**src/hdl/ast_pkg.sv**
```systemverilog
// ----------------------------------------------------------------------------
// ast_pkg
// Shared types and codes for the address slot table: operation codes,
// transfer payloads, controller states and the command and status bundles.
// ----------------------------------------------------------------------------
package ast_pkg;

   localparam int ADDR_W  = 48;
   localparam int SEL_W   = 3;
   localparam int HIT_W   = 3;
   localparam int COUNT_W = 4;
   localparam int COUNT_MAX = 15;

   typedef enum logic [1:0] {
      FUNC_ADD    = 2'd0,
      FUNC_REMOVE = 2'd1,
      FUNC_LOOKUP = 2'd2,
      FUNC_READ   = 2'd3
   } func_type;

   typedef struct packed {
      func_type          func;
      logic [ADDR_W-1:0] address;
      logic [SEL_W-1:0]  slot_select;
   } req_type;

   typedef struct packed {
      logic               ok;
      logic               already_present;
      logic [HIT_W-1:0]   slot_hit;
      logic [ADDR_W-1:0]  slot_data;
      logic [COUNT_W-1:0] occupied_count;
   } rsp_type;

   typedef enum logic [1:0] {
      ST_IDLE   = 2'd0,
      ST_MATCH  = 2'd1,
      ST_COMMIT = 2'd2
   } state_type;

   typedef struct packed {
      logic load_req;
      logic capture_match;
      logic commit;
   } cmd_type;

   typedef struct packed {
      logic out_full;
   } status_type;

endpackage

```
**src/hdl/ast_ctrl.sv**
```systemverilog
// ----------------------------------------------------------------------------
// ast_ctrl
// Controller for the address slot table: steps each operation through its
// capture, match and commit phases.
// ----------------------------------------------------------------------------
module ast_ctrl (
   input  logic                clock,
   input  logic                reset,
   input  logic                req_valid,
   output logic                req_ready,
   input  ast_pkg::status_type status,
   output ast_pkg::cmd_type    cmd
);

   ast_pkg::state_type state_ff;
   ast_pkg::state_type state_in;

   always_ff @(posedge clock) begin
      if (reset) begin
         state_ff <= ast_pkg::ST_IDLE;
      end else begin
         state_ff <= state_in;
      end
   end

   always_comb begin
      state_in  = state_ff;
      req_ready = 1'b0;
      cmd       = '0;
      unique case (state_ff)
         ast_pkg::ST_IDLE: begin
            req_ready = 1'b1;
            if (req_valid) begin
               cmd.load_req = 1'b1;
               state_in     = ast_pkg::ST_MATCH;
            end
         end
         ast_pkg::ST_MATCH: begin
            cmd.capture_match = 1'b1;
            state_in          = ast_pkg::ST_COMMIT;
         end
         ast_pkg::ST_COMMIT: begin
            // Hold the finished operation until the result register is free.
            if (!status.out_full) begin
               cmd.commit = 1'b1;
               state_in   = ast_pkg::ST_IDLE;
            end
         end
         default: begin
            state_in = ast_pkg::ST_IDLE;
         end
      endcase
   end

endmodule

```
**src/hdl/ast_datapath.sv**
```systemverilog
// ----------------------------------------------------------------------------
// ast_datapath
// Slot storage, match vectors, occupancy counter and the result register of
// the address slot table.
// ----------------------------------------------------------------------------
module ast_datapath #(
   parameter int SLOT_COUNT = 8
) (
   input  logic                clock,
   input  logic                reset,
   input  ast_pkg::cmd_type    cmd,
   output ast_pkg::status_type status,
   input  ast_pkg::req_type    req_data,
   output logic                rsp_valid,
   input  logic                rsp_ready,
   output ast_pkg::rsp_type    rsp_data
);

   localparam int IDX_W = (SLOT_COUNT > 1) ? $clog2(SLOT_COUNT) : 1;
   localparam int CNT_W = $clog2(SLOT_COUNT + 1);
   localparam int EXT_W = (IDX_W > ast_pkg::HIT_W) ? IDX_W : ast_pkg::HIT_W;
   localparam int SAT_W = (CNT_W > ast_pkg::COUNT_W) ? CNT_W : ast_pkg::COUNT_W;

   logic [ast_pkg::ADDR_W-1:0] table_ff [SLOT_COUNT];
   ast_pkg::req_type           req_ff;
   logic [SLOT_COUNT-1:0]      match_ff;
   logic [SLOT_COUNT-1:0]      vacant_ff;
   logic                       addr_nz_ff;
   logic [CNT_W-1:0]           count_ff;
   logic [CNT_W-1:0]           count_in;
   ast_pkg::rsp_type           rsp_ff;
   ast_pkg::rsp_type           rsp_in;
   logic                       rsp_valid_ff;
   logic                       rsp_valid_in;

   logic                       wr_en;
   logic [IDX_W-1:0]           wr_idx;
   logic [ast_pkg::ADDR_W-1:0] wr_data;
   logic [IDX_W-1:0]           match_idx;
   logic [IDX_W-1:0]           vacant_idx;
   logic [ast_pkg::ADDR_W-1:0] read_data;
   logic [SAT_W-1:0]           count_sat;

   // Index of the lowest set bit of a vector.
   function automatic logic [IDX_W-1:0] lowest_index(input logic [SLOT_COUNT-1:0] vec);
      logic [SLOT_COUNT-1:0] first;
      logic [IDX_W-1:0]      enc;
      first = vec & (~vec + 1'b1);
      enc   = '0;
      for (int i = 0; i < SLOT_COUNT; i++) begin
         if (first[i]) begin
            enc = enc | IDX_W'(i);
         end
      end
      return enc;
   endfunction

   // Narrow an index to the three bits that the result carries.
   function automatic logic [ast_pkg::HIT_W-1:0] to_hit(input logic [IDX_W-1:0] idx);
      logic [EXT_W-1:0] ext;
      ext = EXT_W'(idx);
      return ext[ast_pkg::HIT_W-1:0];
   endfunction

   assign match_idx  = lowest_index(match_ff);
   assign vacant_idx = lowest_index(vacant_ff);

   always_comb begin
      read_data = '0;
      for (int i = 0; i < SLOT_COUNT; i++) begin
         if (int'(req_ff.slot_select) == i) begin
            read_data = table_ff[i];
         end
      end
   end

   always_comb begin
      wr_en    = 1'b0;
      wr_idx   = '0;
      wr_data  = '0;
      count_in = count_ff;
      rsp_in   = '0;
      unique case (req_ff.func)
         ast_pkg::FUNC_ADD: begin
            if (addr_nz_ff && (|match_ff)) begin
               rsp_in.ok              = 1'b1;
               rsp_in.already_present = 1'b1;
               rsp_in.slot_hit        = to_hit(match_idx);
            end else if (|vacant_ff) begin
               wr_en           = 1'b1;
               wr_idx          = vacant_idx;
               wr_data         = req_ff.address;
               rsp_in.ok       = 1'b1;
               rsp_in.slot_hit = to_hit(vacant_idx);
               if (addr_nz_ff) begin
                  count_in = count_ff + 1'b1;
               end
            end
         end
         ast_pkg::FUNC_REMOVE: begin
            // A zero address matches the lowest vacant slot and changes nothing.
            if (|match_ff) begin
               wr_en           = 1'b1;
               wr_idx          = match_idx;
               rsp_in.ok       = 1'b1;
               rsp_in.slot_hit = to_hit(match_idx);
               if (addr_nz_ff) begin
                  count_in = count_ff - 1'b1;
               end
            end
         end
         ast_pkg::FUNC_LOOKUP: begin
            if (addr_nz_ff && (|match_ff)) begin
               rsp_in.ok       = 1'b1;
               rsp_in.slot_hit = to_hit(match_idx);
            end
         end
         ast_pkg::FUNC_READ: begin
            rsp_in.ok        = 1'b1;
            rsp_in.slot_hit  = req_ff.slot_select;
            rsp_in.slot_data = read_data;
         end
         default: begin
            rsp_in = '0;
         end
      endcase
      count_sat = SAT_W'(count_in);
      if (count_sat > SAT_W'(ast_pkg::COUNT_MAX)) begin
         rsp_in.occupied_count = ast_pkg::COUNT_W'(ast_pkg::COUNT_MAX);
      end else begin
         rsp_in.occupied_count = count_sat[ast_pkg::COUNT_W-1:0];
      end
   end

   assign rsp_valid_in = cmd.commit ? 1'b1 : (rsp_valid_ff && !rsp_ready);

   always_ff @(posedge clock) begin
      if (reset) begin
         rsp_valid_ff <= 1'b0;
         count_ff     <= '0;
         for (int i = 0; i < SLOT_COUNT; i++) begin
            table_ff[i] <= '0;
         end
      end else begin
         rsp_valid_ff <= rsp_valid_in;
         if (cmd.commit) begin
            count_ff <= count_in;
            if (wr_en) begin
               table_ff[wr_idx] <= wr_data;
            end
         end
      end
   end

   always_ff @(posedge clock) begin
      if (cmd.load_req) begin
         req_ff <= req_data;
      end
      if (cmd.capture_match) begin
         addr_nz_ff <= (req_ff.address != '0);
         for (int i = 0; i < SLOT_COUNT; i++) begin
            match_ff[i]  <= (table_ff[i] == req_ff.address);
            vacant_ff[i] <= (table_ff[i] == '0);
         end
      end
      if (cmd.commit) begin
         rsp_ff <= rsp_in;
      end
   end

   assign status.out_full = rsp_valid_ff && !rsp_ready;
   assign rsp_valid       = rsp_valid_ff;
   assign rsp_data        = rsp_ff;

endmodule

```
**src/hdl/address_slot_table_unit.sv**
```systemverilog
// ----------------------------------------------------------------------------
// address_slot_table_unit
// Fixed table of 48-bit addresses with add, remove, lookup and slot read.
// ----------------------------------------------------------------------------
// Each operation passes from its request transfer to its result in steps:
// the request is captured, the address is compared against every slot in
// parallel and the match and vacancy vectors are registered, and then the
// table update is committed and the result register loaded. The controller
// handles one operation at a time, so a new request is taken only after the
// last commit; if the previous result has not been transferred, the commit
// waits for it. An all-zero slot is vacant. Add reports a stored address as
// already present, otherwise writes it into the lowest vacant slot; remove
// clears the lowest matching slot and leaves the rest in place; lookup
// never matches a zero address; read returns one slot, or zero beyond the
// table. Every result carries the number of occupied slots, saturated at
// fifteen. Reset clears every slot.
// ----------------------------------------------------------------------------
module address_slot_table_unit #(
   parameter int SLOT_COUNT = 8
) (
   input  logic             clock,
   input  logic             reset,
   input  logic             req_valid,
   output logic             req_ready,
   input  ast_pkg::req_type req_data,
   output logic             rsp_valid,
   input  logic             rsp_ready,
   output ast_pkg::rsp_type rsp_data
);

   // Command and status bundles between the controller and the datapath.
   ast_pkg::cmd_type    cmd;
   ast_pkg::status_type status;

   ast_ctrl u_ctrl (
      .clock     (clock),
      .reset     (reset),
      .req_valid (req_valid),
      .req_ready (req_ready),
      .status    (status),
      .cmd       (cmd)
   );

   ast_datapath #(
      .SLOT_COUNT (SLOT_COUNT)
   ) u_datapath (
      .clock     (clock),
      .reset     (reset),
      .cmd       (cmd),
      .status    (status),
      .req_data  (req_data),
      .rsp_valid (rsp_valid),
      .rsp_ready (rsp_ready),
      .rsp_data  (rsp_data)
   );

endmodule

```
**config.mk**
```make
export PLATFORM = sky130hd
export DESIGN_NAME = address_slot_table_unit
export DESIGN_NICKNAME = d
export VERILOG_FILES = /design/src/hdl/ast_pkg.sv /design/src/hdl/ast_ctrl.sv /design/src/hdl/ast_datapath.sv /design/src/hdl/address_slot_table_unit.sv
export SDC_FILE = /design/constraint.sdc
export NUM_CORES = 1
export LEC_CHECK = 0
export BUFFER_PORTS_ARGS = -buffer_cell sky130_fd_sc_hd__buf_2
export CORE_ASPECT_RATIO = 1.75
export CORE_MARGIN = 8
export CORE_UTILIZATION = 43
export DETAILED_ROUTE_END_ITERATION = 10
export PLACE_DENSITY = 0.68
export RECOVER_POWER = 50
export REMOVE_ABC_BUFFERS = 1
export SKIP_LAST_GASP = 1
export SLEW_MARGIN = 20
export SYNTH_ARGS = -nofsm -noshare
export SYNTH_HDL_FRONTEND = slang
export SYNTH_SLANG_ARGS = --single-unit
```
**constraint.sdc**
```tcl
create_clock -name clock -period 19.1 [get_ports clock]
set_input_delay 0 -clock clock [delete_from_list [all_inputs] [get_ports clock]]
set_output_delay 0 -clock clock [all_outputs]
set_load 0.05 [all_outputs]
```
==> results.toml, run 1 <==
[cts]
cts_tree = "yes"
clock_sink_count = 518
cts-root-to-sink-buffers = 3
cts_htree_levels = 2
cts_made_buffers = 50
clk_latency_ns = 0.65
clk_pin_slew_ns = 0.06
post_cts_buffers = 0
post_cts.resized_instances = 0
cts_root_buf = "sky130_fd_sc_hd__clkbuf_16"

[synth]
syn_avg_cell_area_sq_um = 11.7
postSynth.asyncResetShare_pct = 0
synthesis.instances = 2325
yosysSeqAreaShare_pct = 56.7
synth.distinct_cells = 59
netlist_area_sq_mm = 0.0273
synth-seq-cells = 518
synth_warnings = 0
ys_dominant_reg_cell = "sky130_fd_sc_hd__edfxtp_1"
synth_enable_flop_cells = 511

[final_layout]
post_route_cells_drive_above_1_share_pct = 10.2
layout-area-overhead-vs-synth_pct = 11.6
post_layout_nonfiller_instances = 3242
final_core_utilization_pct = 48.4
nNetsFinal = 2456
final_cell_mix = "sky130_fd_sc_hd__edfxtp_1 (511), sky130_fd_sc_hd__xor2_1 (386), sky130_fd_sc_hd__nor3_1 (348)"
final_standard_cell_area_without_fillers_sq_mm = 0.0305
final_common_cell = "sky130_fd_sc_hd__edfxtp_1"

[floorplan]
initial_core_util_pct = 43.3
die_area_sq_mm = 0.0721
coreArea_sq_mm = 0.0630
die_y_microns = 349
boundaryPins = 116
dieWidth_microns = 207
std_cell_rows = 122

[grt]
grt_usage_pct = 36.4
first_global_vias = 22300
grt_util_met2_pct = 58.9
grt_use_met3_pct = 8.27
grt_first_pass_wirelength_mm = 181
grt_max_degree = 82
grt_use_met1_pct = 39.9
antenna_violations_before_repair = 9
busiest_layer = "met2"
global_route.overflow_total = 0

[sta]
timing_worst_slew_pin_value_ns = 5.39
skew_ns = 0.0358
setup_slack_ns = 8.70
max-slew-margin-rel_pct = -259
finalSetupViolations = 0
rsz0062_at_grt = "no"
tns_ns = 0
maxSlewViolCount = 266
fmax_mhz = 96.1
post-route-period-util_pct = 54.5
period_needed_ns = 10.40
final-hold-violation-count = 0

[critical_path]
worst_ep_arrival_ns = 10.72
worst_path_largest_cell_delay_ns = 3.87
worstPathCellList = "clkbuf_1, clkbuf_1, nand3_1, clkbuf_1, o21ai_0, a221oi_1, a21boi_0"
path_class = "reg2reg"
critPathBufInv = 3
worst_path_dominant_cell_family = "buffers and inverters"
end_kind = "register"
critical_path_peak_fanout = 75
r2r_setup_slack_ns = 8.70
worst_setup_path_start_kind = "register"
cp_common_cell = "sky130_fd_sc_hd__clkbuf_1"
worst-endpoint-required_ns = 19.41
slowest_stage = "sky130_fd_sc_hd__clkbuf_1"

[min_path]
hold_class = "in2reg"

[place]
io_buffer_count = 115
detailed_place.area_sq_mm = 0.0285
place_congestion = 1.14
place_worst_setup_slack_ns = 15.02
numPlacedInstances = 3093
detailedPlacementHpwl_mm = 91.2

[drt]
drt-pass1-iter-count = 6
post_drt_wl_per_cell_microns = 40.8
via_count = 22900
via_per_inst = 7.07
final_routed_wirelength_across_all_metal_layers_mm = 132
first_iter_violations = 3450
detail_route.drc_violations = 0
antenna_violating_nets_post_route = 0

[power]
p_per_area_mw_per_mm2 = 89.7
vdd.ir_drop.worst_uv = 79.4
p_leak_nw = 9.91

[run]
cap_violations = 7

[run_status]
outcome = "finished, violations left"
failed_checks = "capacitance limit, slew limit"
==> cell families (layout without fill, tap and decap cells) <==
logic type / count (synthesis) / count (layout) / synth area share [%]
flops: 518 / 518 / 56.7
simple gates: 847 / 847 / 16.5
compound gates: 300 / 300 / 7.58
xor+xnor: 387 / 387 / 12.4
other cells: 0 / 5 / 0
fa+ha+maj: 2 / 2 / 0.0916
buf+inv: 206 / 312 / 3.54
mux: 65 / 65 / 3.15
==> final timing paths <==
path / start / to / cells after the start
worst max register to register: u_datapath.req_ff[0] / u_datapath.rsp_data[24] / 7
worst max-delay path: u_datapath.req_ff[0] / u_datapath.rsp_data[24] / 7
worst min register to register: u_datapath.count_ff[0] / u_datapath.count_ff[0] / 2
worst min-delay path: req_data[28] / u_datapath.req_ff[28] / 2
==> cell usage after synthesis (all sizes together), types with 4 or more instances <==
cell type	n	share of area, %
clkbuf	135	1.9
a21oi	22	0.40
buf	62	1.6
nor4	208	4.9
mux2	37	1.5
o21ai	66	1.2
edfxtp	511	56
a21boi	36	1.0
xor2	386	12
nor2b	6	0.14
a211oi	4	0.11
mux4	13	1.1
mux2i	15	0.55
nand2b	7	0.16
inv	8	0.11
nor3	357	6.9
o211ai	15	0.43
nor2	71	0.99
o22ai	71	1.6
nand3	5	0.092
nand4	53	1.2
and3	4	0.092
nand2	123	1.7
dfxtp	7	0.51
a221oi	69	2.2
or4	4	0.12
==> state kept, by name, summed over array words and instances (netlist names) <==
name,cells
u_datapath.vacant_ff,8
u_datapath.rsp_data,57
u_datapath.addr_nz_ff,1
u_datapath.req_ff,53
u_datapath.rsp_valid,1
u_datapath.count_ff,4
u_datapath.match_ff,8
u_datapath.table_ff,384
u_ctrl.state_ff,2
==> metal layers <==
layer	part of all wire, %	routed length, microns
met2	47	61500
met1	32	42700
met5	0.029	39
met4	11	15200
met3	9.7	12800
==> final cells by class <==
class | count | area [sq um]
clock buffer | 63 | 1320
tap | 806 | 1010
clock inverter | 23 | 297
fill | 5752 | 32600
inverter | 9 | 33.8
antenna | 5 | 12.5
multi-input combinational | 1601 | 11000
timing repair buffer | 217 | 1380
sequential | 518 | 15500
==> where the power goes <==
part | total, mW | internal, mW | switching [mW] | leakage, nW
sequential | 1.38 | 1.29 | 0.0823 | 5.22
combinational | 0.330 | 0.0901 | 0.240 | 3.91
clock | 1.03 | 0.571 | 0.457 | 0.780
total | 2.74 | 1.96 | 0.779 | 9.91
==> worst reg2reg max path: cells and delay by family, from the launching register on <==
kind	cells	cell delay, ns
AND/OR/NAND/NOR	1	1.98
flip-flops	1	0.33
buffers and inverters	3	6.75
AO/OA/AOI/OAI	3	1.02
==> stage by stage <==
step           hold slack, ns  total power, mW
4_1_cts                0.0499             2.71
2_1_floorplan          0.0691             1.52
3_3_place_gp            0.176             1.69
6_report               0.0623             2.74
5_1_grt                0.0631             2.77
3_5_place_dp            0.178             1.70
==> timing repair <==
action | 4_1_cts | 5_1_grt
setup endpoints to repair | 0 | 0
endpoints found under the hold margin | 60 | 0
hold buffers | 57 | 0
Note: power is estimated with default switching activity, not from simulation.
==> run 2: changes to the inputs <==
PLACE_DENSITY = 0.7   (was 0.68)
clock period = 8.7 ns   (was 19.1 ns; I/O delays follow)
==> run 2 against run 1 <==
The run still ends with capacitance limit, slew limit left. Design area grew 0.10%. Largest power group unchanged. Highest routed layer unchanged. Maximum frequency increased by 66%. Register-to-register slack worse by 6.3 ns. Cell count rose by 0.15%. Sequential power is 120% higher. Via count decreased by 1.2%. Die area did not move.
==> results.toml, run 2 (same netlist as run 1, synthesis figures left out) <==
[cts]
clk_latency_ns = 0.67
clk_pin_slew_ns = 0.07
cts_root_buf = "sky130_fd_sc_hd__clkbuf_16"
cts_htree_levels = 2
cts-root-to-sink-buffers = 3
cts_tree = "yes"
post_cts.resized_instances = 0
cts_made_buffers = 50
post_cts_buffers = 0
clock_sink_count = 518

[sta]
maxSlewViolCount = 318
post-route-period-util_pct = 72.1
skew_ns = 0.0313
finalSetupViolations = 0
rsz0062_at_grt = "no"
max-slew-margin-rel_pct = -221
tns_ns = 0
fmax_mhz = 159
final-hold-violation-count = 0
timing_worst_slew_pin_value_ns = 4.82
period_needed_ns = 6.28

[floorplan]
die_area_sq_mm = 0.0721
initial_core_util_pct = 43.3
std_cell_rows = 122
boundaryPins = 116
die_y_microns = 349
dieWidth_microns = 207
coreArea_sq_mm = 0.0630

[final_layout]
filler_cell_count = 5731
largest_register = "u_datapath.table_ff"
nNetsFinal = 2454
post_layout_nonfiller_instances = 3247
final_common_cell = "sky130_fd_sc_hd__edfxtp_1"
largest_reg_flops = 384
post_route_cells_drive_above_1_share_pct = 10.7
layout-area-overhead-vs-synth_pct = 11.8
final_cell_mix = "sky130_fd_sc_hd__edfxtp_1 (511), sky130_fd_sc_hd__xor2_1 (385), sky130_fd_sc_hd__nor3_1 (349)"

[drt]
via_per_inst = 6.98
drt-pass1-iter-count = 8
antenna_violating_nets_post_route = 0
final_routed_wirelength_across_all_metal_layers_mm = 134
first_iter_violations = 3108
via_count = 22700
detail_route.drc_violations = 0
post_drt_wl_per_cell_microns = 41.4

[place]
place_congestion = 1.05
numPlacedInstances = 3092
detailedPlacementHpwl_mm = 95.1
io_buffer_count = 115

[power]
p_per_area_mw_per_mm2 = 198
vdd.ir_drop.worst_uv = 178
p_leak_nw = 9.91

[critical_path]
worst_r2r_path_depth = 7
path_class = "reg2reg"
worst_ep_arrival_ns = 6.64
critPathLaunch = "u_datapath.req_ff[0]"
slowest_stage = "sky130_fd_sc_hd__clkbuf_1"
critical_path_peak_fanout = 31
worst_setup_path_start_kind = "register"
worst-endpoint-required_ns = 9.07
end_kind = "register"
r2r_setup_slack_ns = 2.42
startpoint_of_the_most_critical_register_to_register_path = "u_datapath.req_ff[0]"
worstPathCellList = "clkbuf_1, clkbuf_1, nand2_1, buf_4, o22ai_1, a221oi_1, a21boi_0"
cp_common_cell = "sky130_fd_sc_hd__clkbuf_1"
rr_endpoint = "u_datapath.rsp_data[29]"
worst_path_largest_cell_delay_ns = 1.66

[min_path]
timing.hold.worst_path_depth = 2
holdCritStartpoint = "req_data[9]"
min_to = "u_datapath.req_ff[9]"
hold_class = "in2reg"

[run_status]
failed_checks = "capacitance limit, slew limit"
outcome = "finished, violations left"

[grt]
grt_max_degree = 136
global_route.overflow_total = 0
first_global_vias = 22100
grt_first_pass_wirelength_mm = 183
antenna_violations_before_repair = 5
grt_usage_pct = 37.0

[run]
cap_violations = 7
run 2: changes by cell type in the layout (fill, tap and decap cells not counted), sizes merged:
| cell | before | now |
|---|---|---|
| clkinvlp | 2 | 10 |
| clkbuf | 132 | 125 |
| clkinv | 13 | 16 |
| inv | 11 | 14 |
| bufinv | 6 | 4 |
| buf | 91 | 90 |
| diode | 5 | 6 |
run 2: critical path, delay by kind of cell (launching register included):
| family | cells | cell delay [ns] |
|---|---|---|
| AOI/OAI and AO/OA | 3 | 0.58 |
| buffers and inverters | 3 | 3.75 |
| DFF | 1 | 0.33 |
| and+or+nand+nor | 1 | 1.24 |
run 2: worst max-delay path by stage:
stage	to	slack, ns	cells after the start
after floorplan	u_datapath.table_ff[7][0]	-0.62	5
after global placement	u_datapath.table_ff[0][31]	4.61	6
after detailed placement	u_datapath.table_ff[6][26]	4.59	6
after CTS	u_datapath.table_ff[6][26]	4.59	6
after global routing	u_datapath.table_ff[7][21]	2.35	7
final	u_datapath.rsp_data[29]	2.42	7
run 2: repair_timing:
item,4_1_cts,5_1_grt
endpoints found under the hold margin,60,0
hold buffers,57,0
setup endpoints to repair,0,0
run 2: routing by layer:
| layer | vias up | wire (microns) | global-route usage [%] |
|---|---|---|---|
| met1 | 11300 | 43600 | 40.0 |
| met5 | - | 25 | 0 |
| met3 | 550 | 11200 | 7.28 |
| met2 | 1766 | 63800 | 60.9 |
| met4 | 4 | 15800 | 33.0 |
| li1 | 9085 | - | - |
run 2: final cells by class:
| cell class | instances | area, sq um | area share (%) |
|---|---|---|---|
| sequential | 518 | 15500 | 50.7 |
| multi-input combinational | 1601 | 10900 | 35.9 |
| antenna | 6 | 15.0 | 0.0492 |
| timing repair buffer | 215 | 1380 | 4.52 |
| clock inverter | 35 | 359 | 1.18 |
| inverter | 9 | 33.8 | 0.111 |
| clock buffer | 57 | 1300 | 4.25 |
| tap | 806 | 1010 | 3.30 |
run 2: report_power, final:
part	total [mW]	internal [mW]	switching [mW]
combinational	0.725	0.194	0.531
clock	2.29	1.21	1.08
sequential	3.02	2.84	0.177
run 2: metrics by stage:
| step | hold WS, ns | total power, mW | utilization [%] | setup slack, ns | cell area [sq um] |
|---|---|---|---|---|---|
| global route | 0.0454 | 6.12 | 48.4 | 2.35 | 30500 |
| detailed placement | 0.178 | 3.74 | 45.1 | 4.59 | 28500 |
| finish | 0.0423 | 6.03 | 48.4 | 2.42 | 30500 |
| global placement | 0.176 | 3.74 | 45.1 | 4.61 | 28500 |
| CTS | 0.0235 | 6.00 | 48.7 | 4.59 | 30700 |
| floorplan | 0.0691 | 3.34 | - | -0.618 | 26400 |
